**src/hw/rtl/cvr_pkg.sv**
```systemverilog
// cvr_pkg: shared types, widths and codes of the complex vector reduction block
// holds the item, result and queue entry structs, the mode and register codes
// and the back end state type; depends on nothing
package cvr_pkg;

    // fixed field widths
    localparam int AMP_W      = 16;
    localparam int SCALE_W    = 18;
    localparam int ACC_W      = 48;
    localparam int FRAC_BITS  = AMP_W - 1;
    localparam int ROUND_HALF = 1 << (FRAC_BITS - 1);

    // datapath widths of the front end
    localparam int PROD_W = SCALE_W + AMP_W;          // s * b partial product
    localparam int SB_W   = PROD_W + 1 - FRAC_BITS;   // rounded s * b
    localparam int OPD_W  = SB_W + 1;                 // multiplier operand
    localparam int MUL_W  = 2 * OPD_W;                // multiplier product

    // square root width
    localparam int ROOT_W = ACC_W / 2;

    // configuration port
    localparam int CFG_IDX_W = 2;
    localparam int CFG_W     = SCALE_W;

    // default depth of the queue between front and back
    localparam int QUEUE_DEPTH = 4;

    typedef enum logic [1:0] {
        MODE_OVERLAP = 2'd0,
        MODE_NORM    = 2'd1,
        MODE_SQDIFF  = 2'd2,
        MODE_MAXDIFF = 2'd3
    } mode_t;

    typedef enum logic [CFG_IDX_W-1:0] {
        CFG_MODE     = 2'd0,
        CFG_SCALE_RE = 2'd1,
        CFG_SCALE_IM = 2'd2
    } cfg_reg_t;

    typedef enum logic [1:0] {
        ST_ACCUM = 2'd0,
        ST_ROOT  = 2'd1,
        ST_EMIT  = 2'd2
    } back_state_t;

    typedef struct packed {
        logic signed [AMP_W-1:0] a_re;
        logic signed [AMP_W-1:0] a_im;
        logic signed [AMP_W-1:0] b_re;
        logic signed [AMP_W-1:0] b_im;
        logic                    last;
    } in_item_t;

    typedef struct packed {
        logic signed [ACC_W-1:0] result_re;
        logic signed [ACC_W-1:0] result_im;
    } out_item_t;

    // one classified element on its way from front to back
    typedef struct packed {
        mode_t                   mode;
        logic                    last;
        logic signed [ACC_W-1:0] term_re;
        logic signed [ACC_W-1:0] term_im;
    } op_t;

endpackage

```
**src/hw/rtl/cvr_fifo.sv**
```systemverilog
// cvr_fifo: short queue of classified terms between front and back
// depends on cvr_pkg
module cvr_fifo #(
    parameter int DEPTH = cvr_pkg::QUEUE_DEPTH
) (
    input  logic          clk,
    input  logic          rst_n,
    input  logic          push,
    output logic          ready,
    input  cvr_pkg::op_t  data_in,
    output logic          valid,
    input  logic          pop,
    output cvr_pkg::op_t  data_out
);

    localparam int PTR_W = (DEPTH > 1) ? $clog2(DEPTH) : 1;
    localparam int CNT_W = $clog2(DEPTH + 1);

    cvr_pkg::op_t     slot_reg [DEPTH];
    logic [PTR_W-1:0] wr_ptr_reg, wr_ptr_next;
    logic [PTR_W-1:0] rd_ptr_reg, rd_ptr_next;
    logic [CNT_W-1:0] count_reg, count_next;
    logic             do_push, do_pop;

    assign ready    = count_reg != CNT_W'(DEPTH);
    assign valid    = count_reg != '0;
    assign data_out = slot_reg[rd_ptr_reg];
    assign do_push  = push && ready;
    assign do_pop   = pop && valid;

    always_comb
    begin
        wr_ptr_next = wr_ptr_reg;
        rd_ptr_next = rd_ptr_reg;
        count_next  = count_reg;
        if (do_push)
            wr_ptr_next = (wr_ptr_reg == PTR_W'(DEPTH - 1)) ? '0 : wr_ptr_reg + 1'b1;
        if (do_pop)
            rd_ptr_next = (rd_ptr_reg == PTR_W'(DEPTH - 1)) ? '0 : rd_ptr_reg + 1'b1;
        if (do_push && !do_pop)
            count_next = count_reg + 1'b1;
        else if (do_pop && !do_push)
            count_next = count_reg - 1'b1;
    end

    always_ff @(posedge clk or negedge rst_n)
    begin
        if (!rst_n)
        begin
            wr_ptr_reg <= '0;
            rd_ptr_reg <= '0;
            count_reg  <= '0;
        end
        else
        begin
            wr_ptr_reg <= wr_ptr_next;
            rd_ptr_reg <= rd_ptr_next;
            count_reg  <= count_next;
        end
    end

    always_ff @(posedge clk)
    begin
        if (do_push)
            slot_reg[wr_ptr_reg] <= data_in;
    end

    a_no_push_when_full: assert property (@(posedge clk) disable iff (!rst_n)
        push |-> count_reg != CNT_W'(DEPTH))
        else $error("push into a full term queue");

    a_no_pop_when_empty: assert property (@(posedge clk) disable iff (!rst_n)
        pop |-> count_reg != '0)
        else $error("pop from an empty term queue");

endmodule

```
**config.mk**
```make
export PLATFORM = sky130hd
export DESIGN_NAME = cvr_fifo
export DESIGN_NICKNAME = d
export VERILOG_FILES = /design/src/hw/rtl/cvr_pkg.sv /design/src/hw/rtl/cvr_fifo.sv
export SDC_FILE = /design/constraint.sdc
export NUM_CORES = 1
export LEC_CHECK = 0
export ABC_AREA = 0
export BUFFER_PORTS_ARGS = -buffer_cell sky130_fd_sc_hd__buf_2
export CAP_MARGIN = 20
export CORE_MARGIN = 2
export CORE_UTILIZATION = 38
export DETAILED_ROUTE_END_ITERATION = 16
export PLACE_DENSITY = 0.53
export REMOVE_ABC_BUFFERS = 1
export SYNTH_ARGS = -nofsm -noshare
export SYNTH_HDL_FRONTEND = slang
export SYNTH_SLANG_ARGS = --single-unit
```
**constraint.sdc**
```tcl
create_clock -name clk -period 4.63 [get_ports clk]
set_clock_uncertainty 0.15 [all_clocks]
set_input_delay 0 -clock clk [delete_from_list [all_inputs] [get_ports clk]]
set_output_delay 0 -clock clk [all_outputs]
set_load 0.01 [all_outputs]
```
==> impl_metrics.json <==
{
  "synth_seq_area_share_pct": 81.96,
  "dpl.cell_count": 1260,
  "final_util_pct": 48.68,
  "root_buffer": "clkbuf_16",
  "grt_max_degree": 100,
  "rows": 72,
  "portBuffers": 203,
  "maxCapViolations": 0,
  "first_global_vias": 7849,
  "numCtsBuffers": 42,
  "power.density_nw_per_um2": 620.2,
  "largest_reg_flops": 396,
  "clock_latency_ps": 530,
  "cts_buffer_depth": 3,
  "critPathArrivalTime_ps": 2760,
  "htreeDepth": 2,
  "layout-drive-gt1-share_pct": 40.91,
  "synth.lib_cells_used.distinct": 18,
  "drtIter0Drc": 353,
  "die_area_um2": 40330,
  "hold_class": "in -> reg",
  "initial_utilization_pct": 38.27,
  "relSlewSlack_pct": 34.85,
  "placed_cell_area_um2": 16340,
  "clkTransAtPathRegs_ps": 60,
  "cts_tree": "done",
  "num_vias": 6905,
  "synthAdderAreaFrac_pct": 0.6459,
  "nets": 999,
  "synthXorXnorAreaFrac_pct": 0.1785,
  "total_power_mw": 11.61,
  "area_delta_synth_final_pct": 27.20,
  "worst-endpoint-required_ps": 4480,
  "layout_commonest_cell": "edfxtp_1",
  "grt_use_total_pct": 14.97,
  "clock.fmax_mhz": 343.8,
  "ant_nets": 0,
  "hpwl_mm": 17.27,
  "avgViaCountPerCell": 4.798,
  "vdd_ir_drop_max_uv": 431.7,
  "leakagePower_nw": 6.401,
  "gp_congestion": 0.7407,
  "grt_overflow_total": 0,
  "first_pass_iters": 6,
  "grt_pass1_wl_mm": 45.70,
  "final_area_um2": 18730,
  "synthCells": 554,
  "die_x_um": 200.8,
  "path_max_fanout": 74,
  "synth_compound_area_share_pct": 0.05099,
  "coreArea_um2": 38470,
  "num_io_pins": 204,
  "cp-start-kind": "register",
  "finalSetupViolations": 0,
  "cts_resized": 0,
  "die_h_um": 200.8,
  "synth-simple-area-share_pct": 0.3655,
  "final_cells": 1439,
  "syn_area_um2": 14720,
  "totalWireLength_mm": 29.50,
  "synth.area.mux_share_pct": 15.53,
  "routedWlPerCell_um": 20.50,
  "drcViolationCount": 0,
  "crit_type": "reg -> out",
  "syn_area_per_cell_um2": 26.57,
  "outcome": "completed",
  "antenna_found_initial": 2,
  "fin_crit_sh_pct": 62.83,
  "rsz0062_at_grt": "false",
  "cts.sinks": 403,
  "layout_common_cells": "edfxtp_1 (396), buf_2 (203), dlygate4sd3_1 (103)",
  "worst-slew-pin-transition_ps": 977.2,
  "synth_top_family_by_area": "multiplexers",
  "hold_violations": 0,
  "ys_ff_latch": 403,
  "yosysWarnings": 0,
  "fin_crit_ps": 2909,
  "fin_tns_setup_ps": 0,
  "drv_slew": 0,
  "crit_path_end_kind": "output pin"
}
## power breakdown
group	leakage (nW)	switching, mW	internal [mW]
Clock	0.661	1.27	1.98
Sequential	3.71	0.335	4.82
Combinational	2.03	1.69	1.51
Total	6.40	3.30	8.31
## layout make-up
cell class / count / area, um^2
flip-flops and latches: 403 / 12070
clock inverters: 23 / 230.2
well taps: 518 / 648.1
multi-input cells: 126 / 2479
inverters: 3 / 11.26
fillers: 3202 / 19740
clock buffers: 51 / 1116
repair buffers: 313 / 2162
diodes: 2 / 5.005
## cell families (layout without fill, tap and decap cells)
family,count (synthesis),count (layout)
DFF,403,403
muxes,104,104
buffers and inverters,25,390
and+or+nand+nor,11,11
adders and majority gates,7,7
xor gates and xnor gates,3,3
AOI/OAI and AO/OA,1,1
other,0,2
## worst paths after layout
| path | startpoint | to | depth (start not counted) | slack, ps |
|---|---|---|---|---|
| worst max-delay path | rd_ptr_reg[0]$_DFFE_PN0P_ | data_out[45] | 3 | 1720 |
| worst min-delay path | data_in[33] | slot_reg[3][33]$_DFFE_PP_ | 2 | 70 |
| worst max register to register | count_reg[0]$_DFFE_PN0P_ | slot_reg[0][6]$_DFFE_PP_ | 4 | 1870 |
| worst min register to register | count_reg[2]$_DFFE_PN0P_ | count_reg[2]$_DFFE_PN0P_ | 1 | 380 |
| max in group asynchronous | rst_n | rd_ptr_reg[1]$_DFFE_PN0P_ | 3 | 3750 |
| min in group asynchronous | rst_n | count_reg[1]$_DFFE_PN0P_ | 3 | 290 |
## metrics by stage
step           hold WS [ps]  setup slack, ps
6_report              66.59             1721
5_1_grt               67.28             1485
4_1_cts               39.91             1593
3_5_place_dp         -299.8             1821
3_3_place_gp         -311.2             1923
2_1_floorplan        -445.6           -391.3
## Yosys cell counts, drive strengths merged
cell type	n	area, um^2
edfxtp	396	11890
mux4	99	2230
buf	20	167.7
dfrtp	7	175.2
ha	6	75.07
mux2	5	56.30
and2	4	25.02
nor2	4	15.01
inv	3	11.26
clkbuf	2	7.510
nand2	2	7.510
xor2	2	17.52
a21boi	1	7.510
fa	1	20.02
or3	1	6.260
xnor2	1	8.760
## worst max-delay path, stage by stage (launching register included)
cell and delay (ps):
dfrtp_4 810, buf_12 580, mux4_2 630, buf_2 170
## what timing repair did
action                                 in CTS  in global routing
endpoints found under the hold margin     409                  0
hold buffers                              103                  0
buffers inserted                            0                  0
## metal layers
layer  part of all wire (%)  routed length, um  vias to the layer above  track usage, %
met3                    6.1               1812                       48           4.140
li1                       -                  -                     3069               -
met1                     43              12550                     3611           19.38
met5                      0                  0                        -               0
met2                     49              14590                      177           25.16
met4                    1.8                544                        0           3.783
Note: power is estimated with default switching activity, not from simulation.
