`src/hw/rtl/cvr_pkg.sv`:
```
// cvr_pkg: shared types, widths and codes of the complex vector reduction block
// holds the item, result and queue entry structs, the mode and register codes
// and the back end state type; depends on nothing
package cvr_pkg;

    // fixed field widths
    localparam int AMP_W      = 16;
    localparam int SCALE_W    = 18;
    localparam int ACC_W      = 48;
    localparam int FRAC_BITS  = AMP_W - 1;
    localparam int ROUND_HALF = 1 << (FRAC_BITS - 1);

    // datapath widths of the front end
    localparam int PROD_W = SCALE_W + AMP_W;          // s * b partial product
    localparam int SB_W   = PROD_W + 1 - FRAC_BITS;   // rounded s * b
    localparam int OPD_W  = SB_W + 1;                 // multiplier operand
    localparam int MUL_W  = 2 * OPD_W;                // multiplier product

    // square root width
    localparam int ROOT_W = ACC_W / 2;

    // configuration port
    localparam int CFG_IDX_W = 2;
    localparam int CFG_W     = SCALE_W;

    // default depth of the queue between front and back
    localparam int QUEUE_DEPTH = 4;

    typedef enum logic [1:0] {
        MODE_OVERLAP = 2'd0,
        MODE_NORM    = 2'd1,
        MODE_SQDIFF  = 2'd2,
        MODE_MAXDIFF = 2'd3
    } mode_t;

    typedef enum logic [CFG_IDX_W-1:0] {
        CFG_MODE     = 2'd0,
        CFG_SCALE_RE = 2'd1,
        CFG_SCALE_IM = 2'd2
    } cfg_reg_t;

    typedef enum logic [1:0] {
        ST_ACCUM = 2'd0,
        ST_ROOT  = 2'd1,
        ST_EMIT  = 2'd2
    } back_state_t;

    typedef struct packed {
        logic signed [AMP_W-1:0] a_re;
        logic signed [AMP_W-1:0] a_im;
        logic signed [AMP_W-1:0] b_re;
        logic signed [AMP_W-1:0] b_im;
        logic                    last;
    } in_item_t;

    typedef struct packed {
        logic signed [ACC_W-1:0] result_re;
        logic signed [ACC_W-1:0] result_im;
    } out_item_t;

    // one classified element on its way from front to back
    typedef struct packed {
        mode_t                   mode;
        logic                    last;
        logic signed [ACC_W-1:0] term_re;
        logic signed [ACC_W-1:0] term_im;
    } op_t;

endpackage

```
`src/hw/rtl/cvr_isqrt.sv`:
```
// cvr_isqrt: integer square root of a 48-bit value, two radicand bits per cycle
// depends on cvr_pkg
module cvr_isqrt (
    input  logic                          clk,
    input  logic                          rst_n,
    input  logic                          start,
    input  logic [cvr_pkg::ACC_W-1:0]     radicand,
    output logic                          done,
    output logic [cvr_pkg::ROOT_W-1:0]    root
);

    logic [cvr_pkg::ACC_W-1:0] rem_reg, rem_next;
    logic [cvr_pkg::ACC_W-1:0] res_reg, res_next;
    logic [cvr_pkg::ACC_W-1:0] bit_reg, bit_next;
    logic [cvr_pkg::ACC_W-1:0] trial;
    logic                      busy_reg, busy_next;
    logic                      done_reg, done_next;

    assign trial = res_reg + bit_reg;
    assign done  = done_reg;
    assign root  = res_reg[cvr_pkg::ROOT_W-1:0];

    always_comb
    begin
        rem_next  = rem_reg;
        res_next  = res_reg;
        bit_next  = bit_reg;
        busy_next = busy_reg;
        done_next = 1'b0;
        if (start)
        begin
            rem_next  = radicand;
            res_next  = '0;
            bit_next  = cvr_pkg::ACC_W'(1) << (cvr_pkg::ACC_W - 2);
            busy_next = 1'b1;
        end
        else if (busy_reg)
        begin
            if (rem_reg >= trial)
            begin
                rem_next = rem_reg - trial;
                res_next = (res_reg >> 1) + bit_reg;
            end
            else
                res_next = res_reg >> 1;
            bit_next = bit_reg >> 2;
            if (bit_reg[0])
            begin
                busy_next = 1'b0;
                done_next = 1'b1;
            end
        end
    end

    always_ff @(posedge clk or negedge rst_n)
    begin
        if (!rst_n)
        begin
            busy_reg <= 1'b0;
            done_reg <= 1'b0;
        end
        else
        begin
            busy_reg <= busy_next;
            done_reg <= done_next;
        end
    end

    always_ff @(posedge clk)
    begin
        rem_reg <= rem_next;
        res_reg <= res_next;
        bit_reg <= bit_next;
    end

    a_start_when_idle: assert property (@(posedge clk) disable iff (!rst_n)
        start |-> !busy_reg)
        else $error("square root restarted while busy");

endmodule

```
`src/hw/rtl/cvr_back.sv`:
```
// cvr_back: accumulators, running maximum, result formation and result register
// depends on cvr_pkg and cvr_isqrt
module cvr_back (
    input  logic               clk,
    input  logic               rst_n,
    input  logic               q_valid,
    input  cvr_pkg::op_t       q_data,
    output logic               q_pop,
    output logic               empty,
    input  logic               pop,
    output cvr_pkg::out_item_t result
);

    cvr_pkg::back_state_t          state_reg, state_next;
    logic [cvr_pkg::ACC_W-1:0]     sum_re_reg, sum_re_next;
    logic [cvr_pkg::ACC_W-1:0]     sum_im_reg, sum_im_next;
    logic [cvr_pkg::ACC_W-1:0]     max_reg, max_next;
    cvr_pkg::out_item_t            result_reg, result_next;
    logic                          rvalid_reg, rvalid_next;

    logic [cvr_pkg::ACC_W-1:0]     sum_re_upd, sum_im_upd, max_upd;
    logic                          out_free;
    logic                          sqrt_start, sqrt_done;
    logic [cvr_pkg::ACC_W-1:0]     sqrt_radicand;
    logic [cvr_pkg::ROOT_W-1:0]    sqrt_root;

    cvr_isqrt u_isqrt (
        .clk      (clk),
        .rst_n    (rst_n),
        .start    (sqrt_start),
        .radicand (sqrt_radicand),
        .done     (sqrt_done),
        .root     (sqrt_root)
    );

    assign sum_re_upd = sum_re_reg + q_data.term_re;
    assign sum_im_upd = sum_im_reg + q_data.term_im;
    assign max_upd    = (q_data.term_re > max_reg) ? q_data.term_re : max_reg;
    assign out_free   = !rvalid_reg || pop;
    assign empty      = !rvalid_reg;
    assign result     = result_reg;

    always_comb
    begin
        state_next    = state_reg;
        sum_re_next   = sum_re_reg;
        sum_im_next   = sum_im_reg;
        max_next      = max_reg;
        result_next   = result_reg;
        rvalid_next   = rvalid_reg && !pop;
        q_pop         = 1'b0;
        sqrt_start    = 1'b0;
        sqrt_radicand = sum_re_upd;
        unique case (state_reg)
            cvr_pkg::ST_ACCUM:
            begin
                if (q_valid)
                begin
                    unique case (q_data.mode)
                        cvr_pkg::MODE_OVERLAP, cvr_pkg::MODE_SQDIFF:
                        begin
                            if (!q_data.last)
                            begin
                                q_pop       = 1'b1;
                                sum_re_next = sum_re_upd;
                                sum_im_next = sum_im_upd;
                            end
                            else if (out_free)
                            begin
                                q_pop                 = 1'b1;
                                rvalid_next           = 1'b1;
                                result_next.result_re = sum_re_upd;
                                result_next.result_im =
                                    (q_data.mode == cvr_pkg::MODE_OVERLAP) ? sum_im_upd : '0;
                                sum_re_next = '0;
                                sum_im_next = '0;
                                max_next    = '0;
                            end
                        end
                        cvr_pkg::MODE_NORM:
                        begin
                            q_pop = 1'b1;
                            if (q_data.last)
                            begin
                                sqrt_start  = 1'b1;
                                sum_re_next = '0;
                                sum_im_next = '0;
                                max_next    = '0;
                                state_next  = cvr_pkg::ST_ROOT;
                            end
                            else
                                sum_re_next = sum_re_upd;
                        end
                        cvr_pkg::MODE_MAXDIFF:
                        begin
                            q_pop         = 1'b1;
                            sqrt_radicand = max_upd;
                            if (q_data.last)
                            begin
                                sqrt_start  = 1'b1;
                                sum_re_next = '0;
                                sum_im_next = '0;
                                max_next    = '0;
                                state_next  = cvr_pkg::ST_ROOT;
                            end
                            else
                                max_next = max_upd;
                        end
                    endcase
                end
            end
            cvr_pkg::ST_ROOT:
            begin
                if (sqrt_done)
                    state_next = cvr_pkg::ST_EMIT;
            end
            cvr_pkg::ST_EMIT:
            begin
                if (out_free)
                begin
                    rvalid_next           = 1'b1;
                    result_next.result_re =
                        cvr_pkg::ACC_W'(sqrt_root) << cvr_pkg::FRAC_BITS;
                    result_next.result_im = '0;
                    state_next            = cvr_pkg::ST_ACCUM;
                end
            end
            default:
                state_next = cvr_pkg::ST_ACCUM;
        endcase
    end

    always_ff @(posedge clk or negedge rst_n)
    begin
        if (!rst_n)
        begin
            state_reg  <= cvr_pkg::ST_ACCUM;
            sum_re_reg <= '0;
            sum_im_reg <= '0;
            max_reg    <= '0;
            rvalid_reg <= 1'b0;
        end
        else
        begin
            state_reg  <= state_next;
            sum_re_reg <= sum_re_next;
            sum_im_reg <= sum_im_next;
            max_reg    <= max_next;
            rvalid_reg <= rvalid_next;
        end
    end

    always_ff @(posedge clk)
    begin
        result_reg <= result_next;
    end

    a_result_held: assert property (@(posedge clk) disable iff (!rst_n)
        rvalid_reg && !pop |=> $stable(result_reg))
        else $error("waiting result changed before transfer");

    a_clear_during_root: assert property (@(posedge clk) disable iff (!rst_n)
        state_reg != cvr_pkg::ST_ACCUM |->
            sum_re_reg == '0 && sum_im_reg == '0 && max_reg == '0)
        else $error("accumulators not cleared while result is formed");

endmodule

```
`config.mk`:
```
export PLATFORM = sky130hd
export DESIGN_NAME = cvr_back
export DESIGN_NICKNAME = d
export VERILOG_FILES = /design/src/hw/rtl/cvr_pkg.sv /design/src/hw/rtl/cvr_isqrt.sv /design/src/hw/rtl/cvr_back.sv
export SDC_FILE = /design/constraint.sdc
export NUM_CORES = 1
export LEC_CHECK = 0
export ABC_CLOCK_PERIOD_IN_PS = 6300
export CAP_MARGIN = 10
export CORE_UTILIZATION = 45
export CTS_CLUSTER_DIAMETER = 50
export CTS_CLUSTER_SIZE = 40
export DETAILED_ROUTE_END_ITERATION = 8
export DONT_BUFFER_PORTS = 1
export GPL_TIMING_DRIVEN = 0
export SLEW_MARGIN = 40
export SYNTH_ARGS = -nofsm -noshare
export SYNTH_HDL_FRONTEND = slang
export SYNTH_HIERARCHICAL = 1
export SYNTH_SLANG_ARGS = --single-unit
export TNS_END_PERCENT = 10
```
`constraint.sdc`:
```
create_clock -name clk -period 6.3 [get_ports clk]
set_input_delay 0.945 -clock clk [delete_from_list [all_inputs] [get_ports clk]]
set_output_delay 0.945 -clock clk [all_outputs]
set_load 0.01 [all_outputs]
```
==> impl_metrics.yaml <==
setup_path:
  worst-r2r-cell-count: 18
  critPathMaxFanout: 39
  start_kind: "register"
  crit_arrival_ns: 6.40
  critPathKind: "register to register"
  end_kind: "register"
  worstPathRequired_ns: 6.59
placed_design:
  place_congestion: 0.9648
  portBuffers: 0
  place_area_um2: 28780
  hpwl_mm: 70.62
die:
  start_util: 0.4564
  io_pins: 201
  die_x_um: 249.7
  die_y_um: 249.7
  rows: 90
  die_area_um2: 62330
  coreArea_um2: 60470
route:
  routedWlPerCell_um: 23.21
  ant_nets: 0
  route.detailed.drc: 0
  routed_via_density: 6.161
  first_pass_iters: 6
  vias: 24220
  wl_mm: 91.24
  drtIter0Drc: 1986
synth:
  ys_seq_elements: 365
  syn_inst: 3043
  synth_compound_area_frac: 0.2537
  syn-cell-area_um2: 27600
  yosys.area.top_type_share: 0.1567
  synthSimpleGateAreaFrac: 0.1377
  synth_seq_area_share: 0.3440
  synth_cell_types: 96
  synth_async_sr_flop_share: 0.4082
  synth-xor-area-share: 0.06093
  synth_ff_type: "dfrtp_1"
  syn_area_per_cell_um2: 9.070
  synth_mux_area_frac: 0.04760
  yosysTopAreaCell: "edfxtp_1"
  ys_warn_count: 6
  netlist_top_cells_area: "edfxtp_1 16%, dfrtp_1 14%, ha_1 11%"
  syn-num-nets: 3389
  synth_top_family_by_area: "compound AO/OA/AOI/OAI gates"
  synth_fa_ha_area_frac: 0.1110
  synth-edff-count: 144
timing:
  finClkSkew_ns: 0.02775
  min_period_over_period: 0.9701
  final_hold_viol_count: 0
  drv_slew: 0
  holdWs_ns: 0.04280
  worst_pin_slew_ns: 0.9826
  fmax_mhz: 163.6
  setup_violations: 0
  maxSlewHeadroom: 0.3450
  finalCriticalPeriod_ns: 6.112
clocking:
  clk_pin_slew_ns: 0.07
  numCtsBuffers: 51
  cts_sinks: 365
  clock_latency_ns: 0.61
  root_buffer: "clkbuf_16"
  cts_buffer_depth: 3
  tritoncts: "built"
  htreeDepth: 2
global_routing:
  grt_usage: 0.2855
  grt_pass1_vias: 23700
  grt_max_degree: 137
  grt.overflow.total: 0
  grt_pass1_wl_mm: 139.2
  antenna_found_initial: 2
final_layout:
  diodes: 0
  final_area_um2: 30700
  largest_reg_flops: 96
  syn_to_final_growth_pct: 11.24
  fin_nets: 3453
  utilization: 0.5077
  drive_gt1_frac: 0.07717
pwr:
  power.density_nw_per_um2: 663.0
  ir_drop_mv: 0.2751
  p_leak_nw: 13.02
flow_run:
  drv_cap: 0
hold_path:
  min_path_type: "input pin to asynchronous set/reset pin"
status:
  outcome: "complete, no violations"
==> cells in the final DEF (no fill, tap or decap), drive strengths merged, types with 15 or more instances in the layout <==
| cell | n |
|---|---|
| nand2b | 15 |
| nand3 | 42 |
| nor2b | 41 |
| o21ai | 246 |
| dfxtp | 72 |
| and2 | 63 |
| clkbuf | 176 |
| edfxtp | 144 |
| nand2 | 255 |
| a21o | 115 |
| inv | 153 |
| o21bai | 43 |
| or3 | 25 |
| nor2 | 185 |
| a22o | 123 |
| o21a | 25 |
| mux2 | 26 |
| dfrtp | 149 |
| o211ai | 24 |
| buf | 58 |
| nand4 | 35 |
| a211oi | 47 |
| xor2 | 87 |
| mux2i | 102 |
| o31ai | 20 |
| ha | 240 |
| a31oi | 56 |
| a311oi | 15 |
| xnor2 | 105 |
| a21oi | 196 |
| nor3 | 46 |
| a221oi | 16 |
| and3 | 26 |
==> Yosys cell counts, types with 72 or more instances <==
cell type  count
xor2_1        87
a22o_1       123
dfrtp_1      149
dfxtp_1       72
a21o_1       114
nand2_1      254
ha_1         240
o21ai_0      236
nor2_1       184
mux2i_1      102
inv_1        129
clkbuf_1     119
xnor2_1      105
a21oi_1      193
edfxtp_1     144
==> kinds of logic (layout without fill, tap and decap cells) <==
group	after synthesis	count (layout)
AOI/OAI and AO/OA	1032	1032
adders and majority gates	243	243
xor gates and xnor gates	192	192
and+or+nand+nor	785	785
DFF	365	365
muxes	128	128
buffers and inverters	298	404
==> per-stage QoR <==
stage	cells	setup WS (ns)	power [mW]	setup TNS (ns)
finish	3931	0.1885	20.36	0
global route	3931	-0.005490	21.80	-0.009227
CTS	3931	0.00002487	20.16	0
detailed placement	3835	-0.1596	16.89	-5.942
global placement	3825	-1.755	16.73	-227.60
floorplan	3043	0.2118	13.51	0
==> worst paths after layout <==
kind                                                 start                      endpoint  slack [ns]
max                        u_isqrt/res_reg[2]$_SDFFE_PP0P_  u_isqrt/rem_reg[1]$_DFFE_PP_        0.19
min                                                  rst_n    sum_im_reg[24]$_DFFE_PN0P_        0.04
max reg2reg                u_isqrt/res_reg[2]$_SDFFE_PP0P_  u_isqrt/rem_reg[1]$_DFFE_PP_        0.19
min reg2reg                     sum_re_reg[29]$_DFFE_PN0P_    sum_re_reg[29]$_DFFE_PN0P_        0.49
min in group clk                                q_data[90]       max_reg[42]$_DFFE_PN0P_        0.47
max in group asynchronous                            rst_n    sum_im_reg[27]$_DFFE_PN0P_        4.98
==> routing by layer <==
metal / wire (µm) / global-route usage / vias to the layer above / part of all wire
li1: - / - / 11460 / -
met1: 40370 / 0.3798 / 11740 / 0.44
met2: 42520 / 0.4741 / 859 / 0.47
met3: 5303 / 0.03796 / 165 / 0.058
met4: 3045 / 0.1002 / 0 / 0.033
met5: 0 / 0 / - / 0
==> timing repair <==
item | CTS | global route
cloned | 0 | 0
setup endpoints to repair | 56 | 97
hold buffers | 1 | 0
buffers inserted | 0 | 1
pin swaps | 0 | 1
resized for setup | 4 | 12
endpoints found under the hold margin | 14 | 0
==> critical path, stage by stage, from the launching register on <==
cell and delay (ns):
dfxtp_2 0.37, ha_1 0.35, and3_1 0.21, nor4_2 0.29, o41ai_2 0.18, a41o_1 0.35
a211o_1 0.37, a311oi_2 0.46, o21ai_1 0.19, a31oi_1 0.23, xor2_1 0.11, ha_1 0.40
nand3_1 0.16, or4_1 0.54, or4_4 0.46, a21oi_4 0.28, o21ai_1 0.22, nand2_4 0.28
buf_12 0.26
==> final cells by class <==
type                    count  area [µm²]
plain buffers             167       774.5
clock buffers              56        1348
clock inverters            39       498.0
fillers                  5602       29770
inverters                 130       488.0
multi-input cells        2380       16940
flip-flops and latches    365        9497
well taps                 782       978.4
repair buffers             12       177.7
==> where the power goes <==
group / total, mW / switching [mW] / internal, mW
sequential: 4.53 / 0.772 / 3.75
combinational: 12.7 / 7.75 / 4.95
clock: 3.13 / 1.30 / 1.83
Power figures use the tool's default switching activity.
